`src/rtl/core/assert_macros.svh`:
```
// assertion macros used by eld_ctrl in the decoder rtl
// expects clk and arst_n in the scope of use
`ifndef ASSERT_MACROS_SVH
`define ASSERT_MACROS_SVH

// same-cycle implication
`define ELD_IMPL(lbl, ante, cons, msg) \
	lbl: assert property (@(posedge clk) disable iff (!arst_n) (ante) |-> (cons)) \
		else $error(msg);

// next-cycle implication
`define ELD_NEXT(lbl, ante, cons, msg) \
	lbl: assert property (@(posedge clk) disable iff (!arst_n) (ante) |=> (cons)) \
		else $error(msg);

`endif

```
`src/rtl/core/eld_pkg.sv`:
```
// types, character codes and helper functions for the escaped literal decoder
// no dependencies
package eld_pkg;

	typedef enum logic [1:0] {PH_NORMAL, PH_ESCAPE, PH_HEX, PH_DONE} phase_t;
	typedef enum logic [1:0] {LET_X, LET_LU, LET_UU} letter_t;
	typedef enum logic [1:0] {KIND_BYTE, KIND_CLOSE, KIND_ERROR} kind_t;
	typedef enum logic [1:0] {EV_NONE, EV_ONE, EV_HEXFIN, EV_BADHEX} eval_act_t;
	typedef enum logic [2:0] {OS_EVAL, OS_FIN_ERR, OS_LETTER, OS_DIGIT, OS_UTF} out_sel_t;
	typedef enum logic [2:0] {S_IDLE, S_EVAL, S_FIN, S_UTF, S_LETTER, S_DIGITS} state_t;

	typedef struct packed {
		logic      accept;
		logic      eval_commit;
		logic      fin_commit;
		logic      set_normal;
		logic      cnt_clr;
		logic      cnt_inc;
		logic      load_out;
		out_sel_t  out_sel;
		logic      out_last;
	} dp_cmd_t;

	typedef struct packed {
		eval_act_t eval_act;
		logic      fin_err;
		logic      plain_emits;
		logic      digits_zero;
		logic      digit_last;
		logic      utf_last;
	} dp_status_t;

	localparam logic [7:0] CH_NUL = 8'h00;
	localparam logic [7:0] CH_LF  = 8'h0a;
	localparam logic [7:0] CH_BAR = 8'h7c;
	localparam logic [7:0] CH_BSL = 8'h5c;
	localparam logic [7:0] CH_A   = 8'h61;
	localparam logic [7:0] CH_B   = 8'h62;
	localparam logic [7:0] CH_F   = 8'h66;
	localparam logic [7:0] CH_N   = 8'h6e;
	localparam logic [7:0] CH_R   = 8'h72;
	localparam logic [7:0] CH_T   = 8'h74;
	localparam logic [7:0] CH_V   = 8'h76;
	localparam logic [7:0] CH_X   = 8'h78;
	localparam logic [7:0] CH_LU  = 8'h75;
	localparam logic [7:0] CH_UU  = 8'h55;

	localparam logic [7:0] BY_BEL = 8'h07;
	localparam logic [7:0] BY_BS  = 8'h08;
	localparam logic [7:0] BY_FF  = 8'h0c;
	localparam logic [7:0] BY_LF  = 8'h0a;
	localparam logic [7:0] BY_CR  = 8'h0d;
	localparam logic [7:0] BY_HT  = 8'h09;
	localparam logic [7:0] BY_VT  = 8'h0b;

	localparam logic [31:0] CP_MAX  = 32'h0010_ffff;
	localparam logic [31:0] SURR_LO = 32'h0000_d800;
	localparam logic [31:0] SURR_HI = 32'h0000_dfff;
	localparam logic [31:0] LIM1    = 32'h0000_007f;
	localparam logic [31:0] LIM2    = 32'h0000_07ff;
	localparam logic [31:0] LIM3    = 32'h0000_ffff;
	localparam logic [7:0]  LEAD2   = 8'hc0;
	localparam logic [7:0]  LEAD3   = 8'he0;
	localparam logic [7:0]  LEAD4   = 8'hf0;
	localparam logic [7:0]  CONT    = 8'h80;

	function automatic logic is_hex(logic [7:0] c);
		return (c >= 8'h30 && c <= 8'h39) || (c >= 8'h61 && c <= 8'h66) ||
			(c >= 8'h41 && c <= 8'h46);
	endfunction

	function automatic logic [3:0] hex_val(logic [7:0] c);
		logic [3:0] v;
		if (c <= 8'h39) begin
			v = c[3:0];
		end else begin
			v = 4'(c[3:0] + 4'd9);
		end
		return v;
	endfunction

	function automatic logic [7:0] escape_map(logic [7:0] c);
		logic [7:0] b;
		case (c)
			CH_A: b = BY_BEL;
			CH_B: b = BY_BS;
			CH_F: b = BY_FF;
			CH_N: b = BY_LF;
			CH_R: b = BY_CR;
			CH_T: b = BY_HT;
			CH_V: b = BY_VT;
			default: b = c;
		endcase
		return b;
	endfunction

	function automatic logic [7:0] letter_char(letter_t l);
		logic [7:0] c;
		case (l)
			LET_X: c = CH_X;
			LET_LU: c = CH_LU;
			default: c = CH_UU;
		endcase
		return c;
	endfunction

	// true when the digit now arriving completes the escape
	function automatic logic hex_done(letter_t l, logic [3:0] digits);
		logic d;
		case (l)
			LET_X: d = (digits >= 4'd1);
			LET_LU: d = (digits >= 4'd3);
			default: d = (digits >= 4'd7);
		endcase
		return d;
	endfunction

	function automatic logic [1:0] utf_len_m1(logic [31:0] v);
		logic [1:0] n;
		if (v <= LIM1) begin
			n = 2'd0;
		end else if (v <= LIM2) begin
			n = 2'd1;
		end else if (v <= LIM3) begin
			n = 2'd2;
		end else begin
			n = 2'd3;
		end
		return n;
	endfunction

	function automatic logic [7:0] utf_byte(logic [31:0] v, logic [1:0] len_m1,
			logic [1:0] idx);
		logic [1:0] j;
		logic [7:0] b;
		j = 2'(len_m1 - idx);
		if (idx == 2'd0) begin
			case (len_m1)
				2'd0: b = v[7:0];
				2'd1: b = LEAD2 | {3'b0, v[10:6]};
				2'd2: b = LEAD3 | {4'b0, v[15:12]};
				default: b = LEAD4 | {5'b0, v[20:18]};
			endcase
		end else begin
			case (j)
				2'd0: b = CONT | {2'b0, v[5:0]};
				2'd1: b = CONT | {2'b0, v[11:6]};
				default: b = CONT | {2'b0, v[17:12]};
			endcase
		end
		return b;
	endfunction

endpackage

```
`src/rtl/core/eld_datapath.sv`:
```
// decoder datapath: parse state, digit buffer, offset counter, result register
// depends on eld_pkg, driven by eld_ctrl
module eld_datapath #(
	parameter int OFFSET_BITS = 16
) (
	input  logic              clk,
	input  logic              arst_n,
	input  logic [7:0]        in_char,
	input  logic              first_char,
	input  eld_pkg::dp_cmd_t  cmd,
	output eld_pkg::dp_status_t st,
	output logic [1:0]        out_kind,
	output logic [7:0]        out_byte,
	output logic [15:0]       stop_offset,
	output logic              last_of_run
);
	import eld_pkg::*;

	localparam logic [OFFSET_BITS-1:0] OFF_MAX = '1;
	localparam logic [OFFSET_BITS-1:0] OFF_ONE = OFFSET_BITS'(1);

	logic [7:0]             char_q;
	logic [OFFSET_BITS-1:0] pos_q;
	logic [OFFSET_BITS-1:0] esc_q;
	phase_t                 phase_q;
	letter_t                letter_q;
	logic [3:0]             digits_q;
	logic [31:0]            code_q;
	logic [7:0]             buf_q [8];
	logic [2:0]             cnt_q;
	kind_t                  kind_q;
	logic [7:0]             byte_q;
	logic [15:0]            off_q;
	logic                   last_q;

	logic [OFFSET_BITS-1:0] pos_inc;
	logic [OFFSET_BITS-1:0] pos_sat;
	logic                   is_digit;
	logic [1:0]             len_m1;
	eval_act_t              eval_act;
	kind_t                  eval_kind;
	logic [7:0]             eval_byte;
	logic [OFFSET_BITS-1:0] eval_off;

	assign pos_inc  = (pos_q == OFF_MAX) ? OFF_MAX : pos_q + 1'b1;
	assign pos_sat  = pos_inc;
	assign is_digit = is_hex(char_q);
	assign len_m1   = (letter_q == LET_X) ? 2'd0 : utf_len_m1(code_q);

	always_comb begin
		eval_act  = EV_NONE;
		eval_kind = KIND_BYTE;
		eval_byte = char_q;
		eval_off  = '0;
		case (phase_q)
			PH_NORMAL: begin
				if (char_q == CH_NUL || char_q == CH_LF) begin
					eval_act  = EV_ONE;
					eval_kind = KIND_ERROR;
					eval_byte = 8'h00;
					eval_off  = pos_q;
				end else if (char_q == CH_BAR) begin
					eval_act  = EV_ONE;
					eval_kind = KIND_CLOSE;
					eval_byte = 8'h00;
					eval_off  = pos_sat;
				end else if (char_q != CH_BSL) begin
					eval_act = EV_ONE;
				end
			end
			PH_ESCAPE: begin
				if (char_q == CH_NUL || char_q == CH_LF) begin
					eval_act  = EV_ONE;
					eval_kind = KIND_ERROR;
					eval_byte = 8'h00;
					eval_off  = esc_q;
				end else if (char_q != CH_X && char_q != CH_LU && char_q != CH_UU) begin
					eval_act  = EV_ONE;
					eval_byte = escape_map(char_q);
				end
			end
			PH_HEX: begin
				if (!is_digit) begin
					eval_act = EV_BADHEX;
				end else if (hex_done(letter_q, digits_q)) begin
					eval_act = EV_HEXFIN;
				end
			end
			default: begin
				eval_act = EV_NONE;
			end
		endcase
	end

	always_comb begin
		st.eval_act    = eval_act;
		if (letter_q == LET_X) begin
			st.fin_err = (code_q == 32'd0);
		end else begin
			st.fin_err = (code_q == 32'd0) || (code_q > CP_MAX) ||
				(code_q >= SURR_LO && code_q <= SURR_HI);
		end
		st.plain_emits = (char_q != CH_BSL);
		st.digits_zero = (digits_q == 4'd0);
		st.digit_last  = ({1'b0, cnt_q} == 4'(digits_q - 4'd1));
		st.utf_last    = (cnt_q[1:0] == len_m1);
	end

	always_ff @(posedge clk or negedge arst_n) begin
		if (!arst_n) begin
			pos_q    <= '0;
			esc_q    <= '0;
			phase_q  <= PH_NORMAL;
			letter_q <= LET_X;
			digits_q <= '0;
			code_q   <= '0;
		end else if (cmd.accept) begin
			if (first_char) begin
				pos_q    <= OFF_ONE;
				esc_q    <= '0;
				phase_q  <= PH_NORMAL;
				letter_q <= LET_X;
				digits_q <= '0;
				code_q   <= '0;
			end else begin
				pos_q <= pos_inc;
			end
		end else if (cmd.eval_commit) begin
			case (phase_q)
				PH_NORMAL: begin
					if (char_q == CH_NUL || char_q == CH_LF || char_q == CH_BAR) begin
						phase_q <= PH_DONE;
					end else if (char_q == CH_BSL) begin
						esc_q   <= pos_q;
						phase_q <= PH_ESCAPE;
					end
				end
				PH_ESCAPE: begin
					if (char_q == CH_NUL || char_q == CH_LF) begin
						phase_q <= PH_DONE;
					end else if (char_q == CH_X || char_q == CH_LU || char_q == CH_UU) begin
						letter_q <= (char_q == CH_X) ? LET_X :
							(char_q == CH_LU) ? LET_LU : LET_UU;
						digits_q <= '0;
						code_q   <= '0;
						phase_q  <= PH_HEX;
					end else begin
						phase_q <= PH_NORMAL;
					end
				end
				PH_HEX: begin
					if (is_digit) begin
						code_q   <= {code_q[27:0], hex_val(char_q)};
						digits_q <= 4'(digits_q + 4'd1);
					end
				end
				default: begin
					phase_q <= phase_q;
				end
			endcase
		end else if (cmd.fin_commit) begin
			phase_q <= st.fin_err ? PH_DONE : PH_NORMAL;
		end else if (cmd.set_normal) begin
			phase_q <= PH_NORMAL;
		end
	end

	always_ff @(posedge clk or negedge arst_n) begin
		if (!arst_n) begin
			cnt_q <= '0;
		end else if (cmd.cnt_clr) begin
			cnt_q <= '0;
		end else if (cmd.cnt_inc) begin
			cnt_q <= 3'(cnt_q + 3'd1);
		end
	end

	// payload registers
	always_ff @(posedge clk) begin
		if (cmd.accept) begin
			char_q <= in_char;
		end
		if (cmd.eval_commit && phase_q == PH_HEX && is_digit) begin
			buf_q[digits_q[2:0]] <= char_q;
		end
		if (cmd.load_out) begin
			last_q <= cmd.out_last;
			case (cmd.out_sel)
				OS_EVAL: begin
					kind_q <= eval_kind;
					byte_q <= eval_byte;
					off_q  <= 16'(eval_off);
				end
				OS_FIN_ERR: begin
					kind_q <= KIND_ERROR;
					byte_q <= 8'h00;
					off_q  <= 16'(esc_q);
				end
				OS_LETTER: begin
					kind_q <= KIND_BYTE;
					byte_q <= letter_char(letter_q);
					off_q  <= '0;
				end
				OS_DIGIT: begin
					kind_q <= KIND_BYTE;
					byte_q <= buf_q[cnt_q];
					off_q  <= '0;
				end
				default: begin
					kind_q <= KIND_BYTE;
					byte_q <= utf_byte(code_q, len_m1, cnt_q[1:0]);
					off_q  <= '0;
				end
			endcase
		end
	end

	assign out_kind    = 2'(kind_q);
	assign out_byte    = byte_q;
	assign stop_offset = off_q;
	assign last_of_run = last_q;

endmodule

```
`src/rtl/core/eld_ctrl.sv`:
```
// decoder controller: sequencing state machine and result valid flag
// depends on eld_pkg and assert_macros.svh, drives eld_datapath
`include "assert_macros.svh"

module eld_ctrl (
	input  logic                clk,
	input  logic                arst_n,
	input  logic                in_valid,
	output logic                in_ready,
	output logic                out_valid,
	input  logic                out_ready,
	input  eld_pkg::dp_status_t st,
	output eld_pkg::dp_cmd_t    cmd
);
	import eld_pkg::*;

	state_t state_q;
	state_t state_d;
	logic   out_valid_q;
	logic   slot_free;

	assign slot_free = !out_valid_q || out_ready;
	assign in_ready  = (state_q == S_IDLE);
	assign out_valid = out_valid_q;

	always_ff @(posedge clk or negedge arst_n) begin
		if (!arst_n) begin
			state_q     <= S_IDLE;
			out_valid_q <= 1'b0;
		end else begin
			state_q <= state_d;
			if (cmd.load_out) begin
				out_valid_q <= 1'b1;
			end else if (out_ready) begin
				out_valid_q <= 1'b0;
			end
		end
	end

	always_comb begin
		state_d = state_q;
		cmd     = '0;
		cmd.out_sel = OS_EVAL;
		case (state_q)
			S_IDLE: begin
				if (in_valid) begin
					cmd.accept = 1'b1;
					state_d    = S_EVAL;
				end
			end
			S_EVAL: begin
				case (st.eval_act)
					EV_NONE: begin
						cmd.eval_commit = 1'b1;
						state_d         = S_IDLE;
					end
					EV_ONE: begin
						if (slot_free) begin
							cmd.eval_commit = 1'b1;
							cmd.load_out    = 1'b1;
							cmd.out_sel     = OS_EVAL;
							cmd.out_last    = 1'b1;
							state_d         = S_IDLE;
						end
					end
					EV_HEXFIN: begin
						cmd.eval_commit = 1'b1;
						state_d         = S_FIN;
					end
					default: begin
						state_d = S_LETTER;
					end
				endcase
			end
			S_FIN: begin
				if (st.fin_err) begin
					if (slot_free) begin
						cmd.fin_commit = 1'b1;
						cmd.load_out   = 1'b1;
						cmd.out_sel    = OS_FIN_ERR;
						cmd.out_last   = 1'b1;
						state_d        = S_IDLE;
					end
				end else begin
					cmd.fin_commit = 1'b1;
					cmd.cnt_clr    = 1'b1;
					state_d        = S_UTF;
				end
			end
			S_UTF: begin
				if (slot_free) begin
					cmd.load_out = 1'b1;
					cmd.out_sel  = OS_UTF;
					cmd.out_last = st.utf_last;
					cmd.cnt_inc  = 1'b1;
					if (st.utf_last) begin
						state_d = S_IDLE;
					end
				end
			end
			S_LETTER: begin
				if (slot_free) begin
					cmd.load_out = 1'b1;
					cmd.out_sel  = OS_LETTER;
					cmd.out_last = st.digits_zero && !st.plain_emits;
					if (st.digits_zero) begin
						cmd.set_normal = 1'b1;
						state_d        = S_EVAL;
					end else begin
						cmd.cnt_clr = 1'b1;
						state_d     = S_DIGITS;
					end
				end
			end
			S_DIGITS: begin
				if (slot_free) begin
					cmd.load_out = 1'b1;
					cmd.out_sel  = OS_DIGIT;
					cmd.out_last = st.digit_last && !st.plain_emits;
					if (st.digit_last) begin
						cmd.set_normal = 1'b1;
						state_d        = S_EVAL;
					end else begin
						cmd.cnt_inc = 1'b1;
					end
				end
			end
			default: begin
				state_d = S_IDLE;
			end
		endcase
	end

	`ELD_NEXT(a_eval_after_accept, in_valid && in_ready, state_q == S_EVAL, "accepted beat not evaluated")
	`ELD_IMPL(a_load_slot_free, cmd.load_out, !out_valid_q || out_ready, "result register overwritten")
	`ELD_IMPL(a_digits_nonempty, state_q == S_DIGITS, !st.digits_zero, "digit replay with empty buffer")
	`ELD_IMPL(a_utf_code_valid, state_q == S_UTF, !st.fin_err, "utf-8 output from invalid code point")

endmodule

```
`src/rtl/core/escaped_literal_decoder.sv`:
```
// escaped literal decoder top level: eld_ctrl plus eld_datapath, types from eld_pkg
// plain beat: accepted in idle and evaluated in the next cycle, its result registered in eval
// completed hex escape: eval, fin checks the code point, utf registers each utf-8 byte; bad hex
// digit: letter and digits replay the buffered text, then eval takes the bad byte as plain text;
// fin registers a hex error; a result beat still waiting in the output register stalls each load
// asynchronous active-low reset: idle, normal text, offset and result valid cleared
module escaped_literal_decoder #(
	parameter int OFFSET_BITS = 16
) (
	input  logic        clk,
	input  logic        arst_n,
	input  logic        in_valid,
	output logic        in_ready,
	input  logic [7:0]  in_char,
	input  logic        first_char,
	output logic        out_valid,
	input  logic        out_ready,
	output logic [1:0]  out_kind,
	output logic [7:0]  out_byte,
	output logic [15:0] stop_offset,
	output logic        last_of_run
);
	import eld_pkg::*;

	dp_cmd_t    cmd;
	dp_status_t st;

	eld_ctrl u_ctrl (
		.clk       (clk),
		.arst_n    (arst_n),
		.in_valid  (in_valid),
		.in_ready  (in_ready),
		.out_valid (out_valid),
		.out_ready (out_ready),
		.st        (st),
		.cmd       (cmd)
	);

	eld_datapath #(
		.OFFSET_BITS (OFFSET_BITS)
	) u_datapath (
		.clk         (clk),
		.arst_n      (arst_n),
		.in_char     (in_char),
		.first_char  (first_char),
		.cmd         (cmd),
		.st          (st),
		.out_kind    (out_kind),
		.out_byte    (out_byte),
		.stop_offset (stop_offset),
		.last_of_run (last_of_run)
	);

endmodule

```
`config.mk`:
```
export PLATFORM = sky130hd
export DESIGN_NAME = escaped_literal_decoder
export DESIGN_NICKNAME = d
export VERILOG_FILES = /design/src/rtl/core/eld_pkg.sv /design/src/rtl/core/eld_datapath.sv /design/src/rtl/core/eld_ctrl.sv /design/src/rtl/core/escaped_literal_decoder.sv
export VERILOG_INCLUDE_DIRS = /design/src /design/src/rtl/core
export SDC_FILE = /design/constraint.sdc
export NUM_CORES = 1
export LEC_CHECK = 0
export BUFFER_PORTS_ARGS = -buffer_cell sky130_fd_sc_hd__buf_2
export CORE_ASPECT_RATIO = 0.8
export CORE_UTILIZATION = 67
export DETAILED_ROUTE_END_ITERATION = 8
export GPL_ROUTABILITY_DRIVEN = 0
export PLACE_DENSITY = 0.94
export SYNTH_ARGS = -nofsm -noshare
export SYNTH_HDL_FRONTEND = slang
export SYNTH_SLANG_ARGS = --single-unit
```
`constraint.sdc`:
```
create_clock -name clk -period 6.3 [get_ports clk]
set_input_delay 1.26 -clock clk [delete_from_list [all_inputs] [get_ports clk]]
set_output_delay 1.26 -clock clk [all_outputs]
set_load 0.005 [all_outputs]
```
Word level (Yosys, flattened, before mapping)
Memory sizes are Yosys's and may differ from the RTL's. Cells that the tools add are included.

Flip-flop bits (word level): 114. Latch bits: 0. RAM bits: 64. Bits in read-only memories: 0. Input port bits: 13. Output and inout port bits: 29. Word-level logic and storage cells: 253. Memories kept: 1.

Memory list: u_datapath.buf_q (depth 8, width 8, read ports 1, clocked after Yosys merged registers in 0, wr ports 1, RTL line eld_datapath.sv:29) `logic [7:0] buf_q [8];`.

$add $sub $neg: 6. Multiply operators: 0. Div/mod/pow operators: 0. Magnitude comparators: 15. Eq/ne operators: 50. Shift operators: 0. Multiplexer cells: 120. Bitwise operators: 0. Reductions and logical operators: 47.

Operators with widths (number): $mux W32 (6); $mux W16 (11); $eq A8 B7 Y1 const B (12); $le A32 B16 Y1 const B (2); $pmux W16 S2 (2); $pmux W32 S2 (1); $mux W2 (28); $pmux W8 S7 (1); $mux W8 (5); $mux W3 (11); $ge A32 B16 Y1 const B (1); $gt A32 B21 Y1 const B (1); $le A32 B11 Y1 const B (1); $le A32 B7 Y1 const B (1); $logic_not A32 Y1 (1); $ne A8 B7 Y1 const B (4); $pmux W8 S4 (1); $mux W4 (7); $mux W5 (5); $pmux W5 S5 (1); $pmux W6 S2 (2); $pmux W8 S3 (1); $mux W1 (23); $pmux W3 S6 (1); 49 further kinds (109).

Longest topological paths before layout
Gate-level depths: netlist of the first run.

Word-level depth: 17. Depth in mapped cells: 12. Depth with buffers taken out: 12.

By module
From an unflattened synthesis of the first run, not the netlist that was laid out.

Cells, all modules: 951. Area, all modules: 9913.3 um^2.

Modules (own cells, without submodules): eld_datapath (times used 1, cells each 892, area an instance 9384.0 um^2, seq. area each 4849.7 um^2); eld_ctrl (times used 1, cells each 59, area an instance 529.3 um^2, seq. area each 100.1 um^2).

Worst setup path after synthesis of the first run
Ideal clock, no wire load.

Kind: input to register. From: input out_ready. To: register u_datapath.last_q, in the netlist u_datapath.last_of_run, enable pin. Library setup time: 0.384 ns. Data arrival time: 2.881 ns. Data required time: 5.916 ns. Path slack: 3.035 ns. Cell stages on the path: 8. Path buffers: 3. Cells stage by stage: nor2b_1 -> clkbuf_1 -> nor3_1 -> o21a_1 -> buf_4 -> nor2_1 -> buf_2 -> nand2_1.

RTL lines: start, declared (RTL line escaped_literal_decoder.sv:17) `input logic out_ready,`; end signal, assigned (RTL line eld_datapath.sv:187) `last_q <= cmd.out_last;`; end, declared (RTL line eld_datapath.sv:34) `logic last_q;`.

Final worst setup path of the first run
From: register u_datapath.char_q[0]. To: memory u_datapath.buf_q[1][1], enable pin.

Longest elaborated chain between the ends: 14. Elaborated cells between the ends (all ways): 38. Those cells by class: order compare (6); eq/ne (8); mux (11); reduce/logical (13).

RTL lines: start, declared (RTL line eld_datapath.sv:22) `logic [7:0] char_q;`; start signal, assigned (RTL line eld_datapath.sv:181) `char_q <= in_char;`; $ge A8 B6 Y1, or another cell as far along (RTL line eld_pkg.sv:68) `return (c >= 8'h30 && c <= 8'h39) || (c >= 8'h61 && c <= 8'h66) ||`; $logic_and A1 B1 Y1 (on tied branches) (RTL line eld_pkg.sv:68, eld_datapath.sv:77); $logic_or A1 B1 Y1 or $logic_and A1 B1 Y1 (tied branches) (RTL line eld_pkg.sv:68, eld_datapath.sv:77); $logic_or A1 B1 Y1 or $mux W1 (tied branches) (RTL line eld_pkg.sv:68, eld_datapath.sv:77); $mux W2 (on tied branches) (RTL line eld_datapath.sv:83, eld_datapath.sv:72); $pmux W2 S3 (RTL line eld_datapath.sv:55) `case (phase_q)`; $eq A2 B2 Y1 or $logic_not A2 Y1 (tied branches) (RTL line eld_ctrl.sv:52) `case (st.eval_act)`; $reduce_or A2 Y1 (no line); $pmux W1 S2 (RTL line eld_ctrl.sv:52); $mux W1 (RTL line eld_ctrl.sv:44) `case (state_q)`; $logic_and A1 B1 Y1 (RTL line eld_datapath.sv:183) `if (cmd.eval_commit && phase_q == PH_HEX && is_digit) begin`; $logic_and A1 B1 Y1 * (RTL line eld_datapath.sv:183); $mux W1 * (RTL line eld_datapath.sv:183); $mux W1 (implied by the code) * (RTL line eld_datapath.sv:184) `buf_q[digits_q[2:0]] <= char_q;`; end, declared (RTL line eld_datapath.sv:29).

Mark *: on every way between the ends. The rest lies on a longest branch, timed or not.

==> impl_metrics.csv, run 1 <==
group,metric,value,unit
grt,grt_pass1_wl,36140,um
drt,wl_per_cell,21.76,um
yosys,synth_ff_type,"edfxtp_1",
hold_path,hold_path_depth,2,
floorplanning,num_rows,37,
yosys,synth.area.mux_share,0.07428,
clock_network,cts_setup_buffers,0,
floorplanning,die_y,106.4,um
yosys,synthAdderAreaFrac,0.02193,
yosys,ys_types,75,
drt,drcViolationCount,0,
power,powerDensity,303.3,nW/um2
yosys,synth_top_family_by_area,"compound AO/OA/AOI/OAI gates",
worst_setup_path,r2r-start,"u_datapath.char_q[0]$_DFFE_PP_",
finish,drive_gt1_frac,0.1323,
finish,final_core_util,0.7603,
floorplanning,design.core.area,13060,um2
yosys,synthSimpleGateAreaFrac,0.1468,
finish,antenna_cells,0,
yosys,seq_area_frac_synth,0.5421,
clock_network,postCtsHoldBufs,0,
floorplanning,dieArea,14100,um2
sta,worst_slack,2030,ps
worst_setup_path,reg2regPathDepth,9,
yosys,synthCells,849,
grt,grt_pass1_vias,6721,
drt,firstDrtPassIters,7,
worst_setup_path,end_kind,"register",
clock_network,clk_path_buf_depth,2,
drt,via_per_inst,6.940,
grt,grt_max_degree,80,
drt,totalWireLength,22890,um
yosys,yosys.area_share.xor_xnor,0.01453,
worst_setup_path,critPathRequiredTime,6350,ps
sta,tightestPinTransition,1335,ps
place,dpl.hpwl,14880,um
finish,finish.net_count,893,
place,dp_slack,1847,ps
yosys,synth_edf_count,99,
clock_network,clkTransAtPathRegs,60,ps
finish,nFillCells,780,
power,p_leak,3.739,nW
yosys,synth_compound_area_frac,0.1646,
clock_network,cts_resized,0,
yosys,syn_area_per_cell,10.75,um2
finish,areaGrowthSynthToFinish,8.716,%
worst_setup_path,cp-startpoint,"u_datapath.char_q[0]$_DFFE_PP_",
sta,post-route-period-util,0.6778,
drt,postRouteAntennaNets,0,
sta,setup_viol,0,
sta,final_max_slew_viol_count,0,
drt,dr_total_vias,7301,
sta,skew,12.22,ps
floorplanning,start_util,0.6993,
sta,rsz0062_at_grt,"false",
outcome,outcome,"finished clean",
sta,layout_min_cycle_time,4270,ps
yosys,syn_nets,878,
yosys,ys_ff_latch,178,
clock_network,cts_tree,"built",
worst_setup_path,timing_worst_setup_path_type,"register to register",
sta,hold_viol_final,0,
yosys,syn_area,9130,um2
worst_setup_path,reg2reg_to,"u_datapath.buf_q[1][1]$_DFFE_PP_",
floorplanning,ios,42,
clock_network,clk_latency,440,ps
clock_network,cts_inserted_buffers,17,
grt,antenna_found_initial,0,
hold_path,hold_end,"u_datapath.code_q[28]$_DFFE_PN0P_",
place,numPortBuffers,41,
worst_setup_path,critPathArrivalTime,4320,ps
finish,final_cell_mix,"nand2_1, edfxtp_1, dfrtp_1, o21ai_0, a21oi_1",
worst_setup_path,path_max_fanout,15,
clock_network,clockRootBuffer,"clkbuf_16",
grt,grt_overflow,0,
power,vdd_drop_max,0.2715,mV
sta,final.setup.tns,0,ps
hold_path,hold_start,"u_datapath.code_q[28]$_DFFE_PN0P_",
clock_network,h-tree-depth,4,
grt,grtUsageTotal,0.3415,
clock_network,cts.sinks,178,
drt,drtIter0Drc,1280,
sta,slew_headroom,0.1076,
yosys,async_flop_share,0.4438,
finish,seqCellArea,4950,um2
finish,final_common_cell,"nand2_1",
worst_setup_path,r2r_slack,2030,ps
sta,fmax,234.2,MHz
power,total_power,3.011,mW
finish,multi_input_area,3867,um2
hold_path,hold_path.class,"register to register",
floorplanning,die_x,132.5,um
run,maxCapViolCount,0,
yosys,ys_warn_count,0,
worst_setup_path,crit_path_start_kind,"register",
[metrics by stage]
step | cells | cell area [um2] | hold WS (ps)
finish | 1052 | 9926 | 492.5
global route | 1052 | 9926 | 526.2
CTS | 1052 | 9926 | 493.3
detailed placement | 1020 | 9405 | 472.3
global placement | 1020 | 9405 | 467.8
floorplan | 849 | 9130 | 450.8
[critical path, cell delays in order (launching register included)]
cell and delay [ps]:
edfxtp_1 710, inv_1 240, ha_1 280, nor4bb_1 160
a211oi_1 500, a21oi_1 240, a311o_2 440, nor2_1 200
nand2_1 150, nor3_1 950
[sequential cells by signal, summed over array words and instances (netlist names)]
signal                  flops
u_ctrl.out_valid            1
u_ctrl.state_q              3
u_datapath.buf_q           64
u_datapath.char_q           8
u_datapath.cnt_q            3
u_datapath.code_q          32
u_datapath.digits_q         4
u_datapath.esc_q           16
u_datapath.last_of_run      1
u_datapath.letter_q         2
u_datapath.out_byte         8
u_datapath.out_kind         2
u_datapath.phase_q          2
u_datapath.pos_q           16
u_datapath.stop_offset     16
[per-layer routing]
metal | global-route usage | wire length (um) | vias up
li1 | - | - | 3192
met1 | 0.4729 | 8862 | 3437
met2 | 0.4940 | 10130 | 579
met3 | 0.1044 | 2981 | 93
met4 | 0.1642 | 916 | 0
met5 | 0 | 0 | -
[worst max path at each step]
stage | slack (ps) | to
after detailed placement | 1850 | u_datapath.code_q[27]$_DFFE_PN0P_
after global routing | 1820 | u_datapath.buf_q[1][1]$_DFFE_PP_
after CTS | 2140 | u_datapath.buf_q[1][1]$_DFFE_PP_
final | 2030 | u_datapath.buf_q[1][1]$_DFFE_PP_
after floorplan | 3040 | u_datapath.last_of_run$_DFFE_PP_
after global placement | 1970 | u_datapath.stop_offset[9]$_DFFE_PP_
[final cells by class]
| cell class | instances | share of cell area |
|---|---|---|
| Multi-Input combinational cell | 587 | 0.3896 |
| Sequential cell | 178 | 0.4987 |
| Timing Repair Buffer | 45 | 0.02395 |
| Inverter | 35 | 0.01324 |
| Clock inverter | 13 | 0.008824 |
| Clock buffer | 19 | 0.04362 |
| Tap cell | 175 | 0.02206 |
[logic make-up after synthesis]
family / after synthesis
AOI/OAI and AO/OA: 235
xor gates and xnor gates: 13
adders and majority gates: 16
buffers and inverters: 84
DFF: 178
muxes: 46
and+or+nand+nor: 277
[Yosys cell counts (all sizes together), types with 8 or more instances]
| cell | instances | share of area |
|---|---|---|
| nor2 | 47 | 0.019 |
| o21ai | 88 | 0.049 |
| clkbuf | 37 | 0.015 |
| xnor2 | 9 | 0.011 |
| buf | 12 | 0.0062 |
| a22oi | 13 | 0.011 |
| a211oi | 8 | 0.0066 |
| nand3 | 38 | 0.021 |
| mux2 | 8 | 0.011 |
| nor4 | 9 | 0.0075 |
| ha | 16 | 0.022 |
| edfxtp | 99 | 0.33 |
| mux4 | 16 | 0.039 |
| inv | 35 | 0.014 |
| dfrtp | 79 | 0.22 |
| nand2 | 111 | 0.046 |
| mux2i | 22 | 0.024 |
| a21oi | 50 | 0.027 |
| o22ai | 9 | 0.0062 |
| nor3 | 17 | 0.010 |
| or3 | 9 | 0.0062 |
[power by group]
part / switching [mW] / internal, mW / leakage (nW)
Clock: 0.445 / 0.501 / 0.246
Sequential: 0.136 / 1.37 / 2.01
Combinational: 0.349 / 0.213 / 1.49
Power figures use the tool's default switching activity.
==> inputs of run 2 (changes only) <==
--- a/config.mk
+++ b/config.mk
@@ -8,10 +8,10 @@
 export LEC_CHECK = 0
 export BUFFER_PORTS_ARGS = -buffer_cell sky130_fd_sc_hd__buf_2
 export CORE_ASPECT_RATIO = 0.8
-export CORE_UTILIZATION = 67
+export CORE_UTILIZATION = 56
 export DETAILED_ROUTE_END_ITERATION = 8
 export GPL_ROUTABILITY_DRIVEN = 0
-export PLACE_DENSITY = 0.94
+export PLACE_DENSITY = 0.85
 export SYNTH_ARGS = -nofsm -noshare
 export SYNTH_HDL_FRONTEND = slang
 export SYNTH_SLANG_ARGS = --single-unit
==> constraint.sdc (replaced) <==
create_clock -name clk -period 3.6 [get_ports clk]
set_input_delay 0.72 -clock clk [delete_from_list [all_inputs] [get_ports clk]]
set_output_delay 0.72 -clock clk [all_outputs]
set_load 0.005 [all_outputs]
==> run 2 against run 1 <==
Power grew 84%; cell count up 6.9%; worst hold slack got worse by 210 ps; sequential share of layout area fell by 1.9 points; maximum frequency increased by 24%; largest cell class unchanged.
==> impl_metrics.csv, run 2 (synthesis gave the netlist of run 1 again) <==
group,metric,value,unit
floorplanning,die_x,144.8,um
finish,finish.net_count,926,
grt,grt_max_degree,51,
finish,final_core_util,0.6515,
finish,fin_cells,1125,
drt,drtIter0Drc,983,
clock_network,clkTransAtPathRegs,70,ps
floorplanning,ios,42,
place,numPortBuffers,41,
sta,rsz0062_at_grt,"false",
finish,final_common_cell,"nand2_1",
sta,layout_min_cycle_time,3443,ps
clock_network,clk_path_buf_depth,2,
place,place_inst,1093,
grt,grt_pass1_vias,6480,
floorplanning,die_y,116.2,um
floorplanning,start_util,0.5760,
grt,grt_pass1_wl,35130,um
clock_network,postCtsHoldBufs,0,
clock_network,clk_latency,440,ps
hold_path,hold_path.class,"input port to async pin",
clock_network,cts.sinks,178,
grt,grtUsageTotal,0.2819,
clock_network,clockRootBuffer,"clkbuf_16",
worst_setup_path,crit_path_start_kind,"register",
floorplanning,dieArea,16820,um2
clock_network,cts_inserted_buffers,17,
drt,postRouteAntennaNets,0,
worst_setup_path,path_max_fanout,10,
worst_setup_path,timing_worst_setup_path_type,"register to register",
sta,fmax,290.4,MHz
finish,drive_gt1_frac,0.1659,
drt,drcViolationCount,0,
drt,wl_per_cell,20.25,um
sta,final_max_slew_viol_count,0,
finish,antenna_cells,0,
power,vdd_drop_max,0.3206,mV
finish,areaGrowthSynthToFinish,13.11,%
worst_setup_path,critPathArrivalTime,3620,ps
power,p_leak,3.964,nW
floorplanning,num_rows,41,
sta,tightestPinTransition,887.3,ps
place,dpl.hpwl,15080,um
grt,grt_overflow,0,
sta,skew,14.30,ps
finish,largest_register_ffs,64,
clock_network,cts_setup_buffers,0,
worst_setup_path,critPathRequiredTime,3770,ps
power,powerDensity,536.3,nW/um2
drt,totalWireLength,22790,um
outcome,outcome,"finished clean",
sta,setup_viol,0,
sta,hold_viol_final,0,
finish,final_cell_mix,"nand2_1, edfxtp_1, dfrtp_1, o21ai_0, a21oi_1",
clock_network,cts_tree,"built",
drt,dr_total_vias,7179,
sta,final.setup.tns,0,ps
drt,firstDrtPassIters,6,
grt,antenna_found_initial,0,
sta,slew_headroom,0.4084,
floorplanning,design.core.area,15850,um2
finish,nFillCells,1149,
clock_network,h-tree-depth,4,
run,maxCapViolCount,0,
sta,post-route-period-util,0.9565,
worst_setup_path,end_kind,"register",
drt,via_per_inst,6.381,
clock_network,cts_resized,0,
[run 2: cell count changes in the layout (fill, tap and decap cells not counted), sizes merged]
cell / change
clkbuf: +6
clkinvlp: -3
clkinv: -4
bufinv: +2
buf: +33
inv: -1
[run 2: metrics by stage]
| stage | cell area [um2] | setup WS (ps) | hold WS [ps] | total power [mW] |
|---|---|---|---|---|
| 2_1_floorplan | 9130 | 476.9 | 424.4 | 3.208 |
| 3_3_place_gp | 9716 | 399.2 | 466.8 | 3.591 |
| 3_5_place_dp | 9716 | 267.9 | 470.5 | 3.618 |
| 4_1_cts | 10330 | 180.6 | 316.2 | 5.530 |
| 5_1_grt | 10330 | 35.13 | 345.0 | 5.730 |
| 6_report | 10330 | 156.6 | 281.3 | 5.539 |
[run 2: per-layer routing]
layer,wire (um),track usage,vias to the layer above
met3,2172,0.07421,50
li1,-,-,3263
met1,9805,0.4027,3433
met5,0,0,-
met4,537,0.1032,0
met2,10270,0.4157,433
[run 2: worst max-delay path, cell delays in order, from the launching register on]
cell      delay (ps)
dfrtp_1          390
or4_4            560
or2_1            280
nand2b_1         190
o22ai_1          340
ha_1             230
xor2_1           340
xnor2_4          230
mux2_1           360
o21ai_1          150
a22oi_1          110
[run 2: final cells by class]
cell class / count / area [um2] / share of cell area
flip-flops and latches: 178 / 4950 / 0.4793
clock buffers: 25 / 515.5 / 0.04992
repair buffers: 78 / 498.0 / 0.04822
well taps: 215 / 269.0 / 0.02605
clock inverters: 7 / 96.34 / 0.009329
multi-input cells: 587 / 3867 / 0.3745
inverters: 35 / 131.4 / 0.01272
[run 2: path summary, 6_finish.rpt]
kind / startpoint / to / slack, ps / depth (start not counted)
worst max-delay path: u_datapath.code_q[19]$_DFFE_PN0P_ / u_datapath.out_byte[2]$_DFFE_PP_ / 160 / 10
worst min-delay path: arst_n / u_datapath.code_q[10]$_DFFE_PN0P_ / 280 / 1
worst max register to register: u_datapath.code_q[19]$_DFFE_PN0P_ / u_datapath.out_byte[2]$_DFFE_PP_ / 160 / 10
worst min register to register: u_datapath.code_q[31]$_DFFE_PN0P_ / u_datapath.code_q[31]$_DFFE_PN0P_ / 480 / 2
max in group asynchronous: arst_n / u_datapath.pos_q[14]$_DFFE_PN0P_ / 2590 / 2
min in group clk: in_char[3] / u_datapath.char_q[3]$_DFFE_PP_ / 450 / 1
[run 2: where the power goes]
| part | leakage (nW) | internal, mW | total (mW) | switching (mW) |
|---|---|---|---|---|
| Combinational | 1.65 | 0.417 | 1.04 | 0.626 |
| Sequential | 2.01 | 2.38 | 2.57 | 0.188 |
| Clock | 0.303 | 1.14 | 1.93 | 0.784 |
==> inputs of run 3 (changes only) <==
--- a/config.mk
+++ b/config.mk
@@ -6,12 +6,13 @@
 export SDC_FILE = /design/constraint.sdc
 export NUM_CORES = 1
 export LEC_CHECK = 0
+export ABC_AREA = 1
 export BUFFER_PORTS_ARGS = -buffer_cell sky130_fd_sc_hd__buf_2
 export CORE_ASPECT_RATIO = 0.8
 export CORE_UTILIZATION = 56
 export DETAILED_ROUTE_END_ITERATION = 8
 export GPL_ROUTABILITY_DRIVEN = 0
-export PLACE_DENSITY = 0.85
+export PLACE_DENSITY = 0.84
 export SYNTH_ARGS = -nofsm -noshare
 export SYNTH_HDL_FRONTEND = slang
 export SYNTH_SLANG_ARGS = --single-unit
==> run 3 against run 2 <==
Critical path depth is 2 higher; largest cell class unchanged; clock skew is 4.3 ps lower; global-route usage is 0.50 points higher; critical path type unchanged; cell count is 25% higher; sequential power is 12% higher; wire length is 8.2% higher; first-iteration DRC count is 16% higher; utilization is 0.60 points lower; synthesized cell count is 32% higher; critical endpoint is now u_datapath.buf_q[0][1]$_DFFE_PP_; non-clock buffer count is 11 lower; worst hold slack worse by 39 ps.
==> impl_metrics.csv, run 3 <==
group,metric,value,unit
outcome,outcome,"finished clean",
worst_setup_path,crit_path_start_kind,"register",
grt,grt_pass1_vias,7530,
drt,postRouteAntennaNets,0,
finish,drive_gt1_frac,0.1710,
sta,final.setup.tns,0,ps
sta,layout_min_cycle_time,3250,ps
clock_network,postCtsHoldBufs,0,
drt,firstDrtPassIters,6,
drt,dr_total_vias,8342,
clock_network,cts_inserted_buffers,17,
finish,antenna_cells,0,
worst_setup_path,timing_worst_setup_path_type,"register to register",
place,numPortBuffers,41,
drt,wl_per_cell,17.60,um
run,maxCapViolCount,0,
clock_network,cts_setup_buffers,0,
grt,grtUsageTotal,0.2870,
floorplanning,die_x,148.9,um
yosys,syn_nets,1148,
yosys,syn_area_per_cell,8.644,um2
finish,final_core_util,0.6456,
grt,antenna_found_initial,0,
sta,tightestPinTransition,842.7,ps
yosys,async_flop_share,0.4438,
sta,rsz0062_at_grt,"false",
floorplanning,num_rows,42,
hold_path,hold_path.class,"input port to async pin",
sta,slew_headroom,0.4361,
floorplanning,ios,42,
clock_network,cts_tree,"built",
sta,fmax,307.7,MHz
sta,finalHoldWorstSlack,242.1,ps
drt,totalWireLength,24660,um
floorplanning,start_util,0.5788,
clock_network,clockRootBuffer,"clkbuf_16",
worst_setup_path,path_max_fanout,14,
finish,nFillCells,1310,
finish,finish.net_count,1197,
worst_setup_path,end_kind,"register",
yosys,seq_area_frac_synth,0.5117,
grt,grt_overflow,0,
floorplanning,dieArea,17810,um2
yosys,syn_area,9673,um2
yosys,yosys-top-cells-area,"edfxtp_1, dfrtp_1, nand2_1, nand3_1, nor2_1",
yosys,ys_ff_latch,178,
yosys,synthCells,1119,
grt,grt_pass1_wl,39010,um
power,p_int,4.580,mW
sta,hold_viol_final,0,
clock_network,cts_resized,0,
yosys,ys_types,47,
power,p_leak,4.576,nW
floorplanning,design.core.area,16710,um2
yosys,synth_edf_count,99,
power,p_sw,3.219,mW
sta,skew,9.957,ps
worst_setup_path,critPathRequiredTime,3680,ps
power,powerDensity,723.0,nW/um2
yosys,ys_top_cells_by_count,"nand2_1, nor2_1, nand3_1",
yosys,yosys.area.top_type_share,0.3073,
power,seqPwrFrac,0.370,
power,power_frac_comb,0.377,
finish,areaGrowthSynthToFinish,11.52,%
clock_network,clkTransAtPathRegs,70,ps
floorplanning,die_y,119.6,um
drt,drcViolationCount,0,
power,pwr-share-clk,0.252,
drt,via_per_inst,5.954,
yosys,synth_most_common_cell,"nand2_1",
sta,post-route-period-util,0.9029,
power,sw_frac_of_total,0.4127,
sta,final_max_slew_viol_count,0,
worst_setup_path,critPathArrivalTime,3330,ps
grt,grt_max_degree,65,
finish,final_cell_mix,"nand2_1, nor2_1, nand3_1, edfxtp_1, dfrtp_1",
finish,largest_register_ffs,64,
clock_network,clk_latency,450,ps
yosys,synth_ff_type,"edfxtp_1",
clock_network,cts.sinks,178,
drt,drtIter0Drc,1140,
power,vdd_drop_max,0.3972,mV
clock_network,clk_path_buf_depth,2,
finish,final_common_cell,"nand2_1",
yosys,ys_warn_count,0,
yosys,netlist.top_cell.by_area,"edfxtp_1",
power,total_power,7.799,mW
sta,setup_viol,0,
clock_network,h-tree-depth,4,
place,dpl.hpwl,16740,um
==> run 3: changes by cell type in the layout (fill, tap and decap cells not counted), moves of 21 or more <==
| cell | delta |
|---|---|
| a21oi_1 | -21 |
| inv_1 | +36 |
| mux2i_1 | -22 |
| nand2_1 | +168 |
| nand2_2 | +38 |
| nand3_1 | +65 |
| nor2_1 | +69 |
| o21ai_2 | +36 |
==> run 3: final cells by class <==
type                    instances  area (um2)  area share
well taps                     220       275.3     0.02552
inverters                      85       319.1     0.02958
clock inverters                13       188.9     0.01751
flip-flops and latches        178        4950      0.4588
multi-input cells             819        4194      0.3888
repair buffers                 67       427.9     0.03967
clock buffers                  19       432.9     0.04013
==> run 3: worst paths after layout <==
kind                                            startpoint                               end  slack (ps)  cells past startpoint
setup / recovery            u_datapath.char_q[0]$_DFFE_PP_  u_datapath.buf_q[0][1]$_DFFE_PP_         350                     12
hold / removal                                      arst_n  u_datapath.code_q[8]$_DFFE_PN0P_         240                      1
setup reg to reg            u_datapath.char_q[0]$_DFFE_PP_  u_datapath.buf_q[0][1]$_DFFE_PP_         350                     12
hold reg to reg            u_datapath.esc_q[8]$_DFFE_PN0P_   u_datapath.esc_q[8]$_DFFE_PN0P_         500                      2
max in group asynchronous                           arst_n   u_datapath.pos_q[9]$_DFFE_PN0P_        2630                      2
min in group clk                                in_char[5]    u_datapath.char_q[5]$_DFFE_PP_         450                      1
==> run 3: power by group through the flow <==
stage	Combinational, mW	Sequential (mW)	Clock (mW)
floorplan	1.97	2.85	0
global placement	2.78	2.91	0
detailed placement	2.84	2.91	0
CTS	2.87	2.88	1.98
global route	3.20	2.92	2.07
finish	2.94	2.89	1.97
==> run 3: cell families (layout without fill, tap and decap cells) <==
| logic type | after synthesis | count (layout) | share of synthesized area |
|---|---|---|---|
| AO/OA/AOI/OAI | 199 | 199 | 0.1309 |
| XOR/XNOR | 12 | 12 | 0.01087 |
| adder cells (fa/ha/maj) | 16 | 16 | 0.02070 |
| buffers and inverters | 122 | 184 | 0.05472 |
| flip-flops | 178 | 178 | 0.5117 |
| AND/OR/NAND/NOR | 592 | 592 | 0.2711 |
==> run 3: per-layer routing <==
metal  global-route usage  wire length (um)  up-vias
li1                     -                 -     3908
met1               0.4258             10820     3924
met2               0.4203             10950      468
met3              0.06540              2502       42
met4              0.08099               398        0
met5                    0                 0        -
==> run 3: critical path: stages (launching register included) <==
cell      delay [ps]
edfxtp_1         600
inv_1            260
ha_1             260
inv_1            100
nor2_2           150
nand4_1          190
nand2_1          130
nand2_1           70
inv_2             80
nand3_2           90
nand2_4          120
nand4_1          170
nor2_1           640
==> run 3: stage by stage <==
step	cell area, um2	std cells	setup WS [ps]
5_1_grt	10790	1401	151.7
3_5_place_dp	10170	1369	441.8
2_1_floorplan	9673	1119	828.4
6_report	10790	1401	349.7
3_3_place_gp	10170	1369	571.8
4_1_cts	10790	1401	416.3
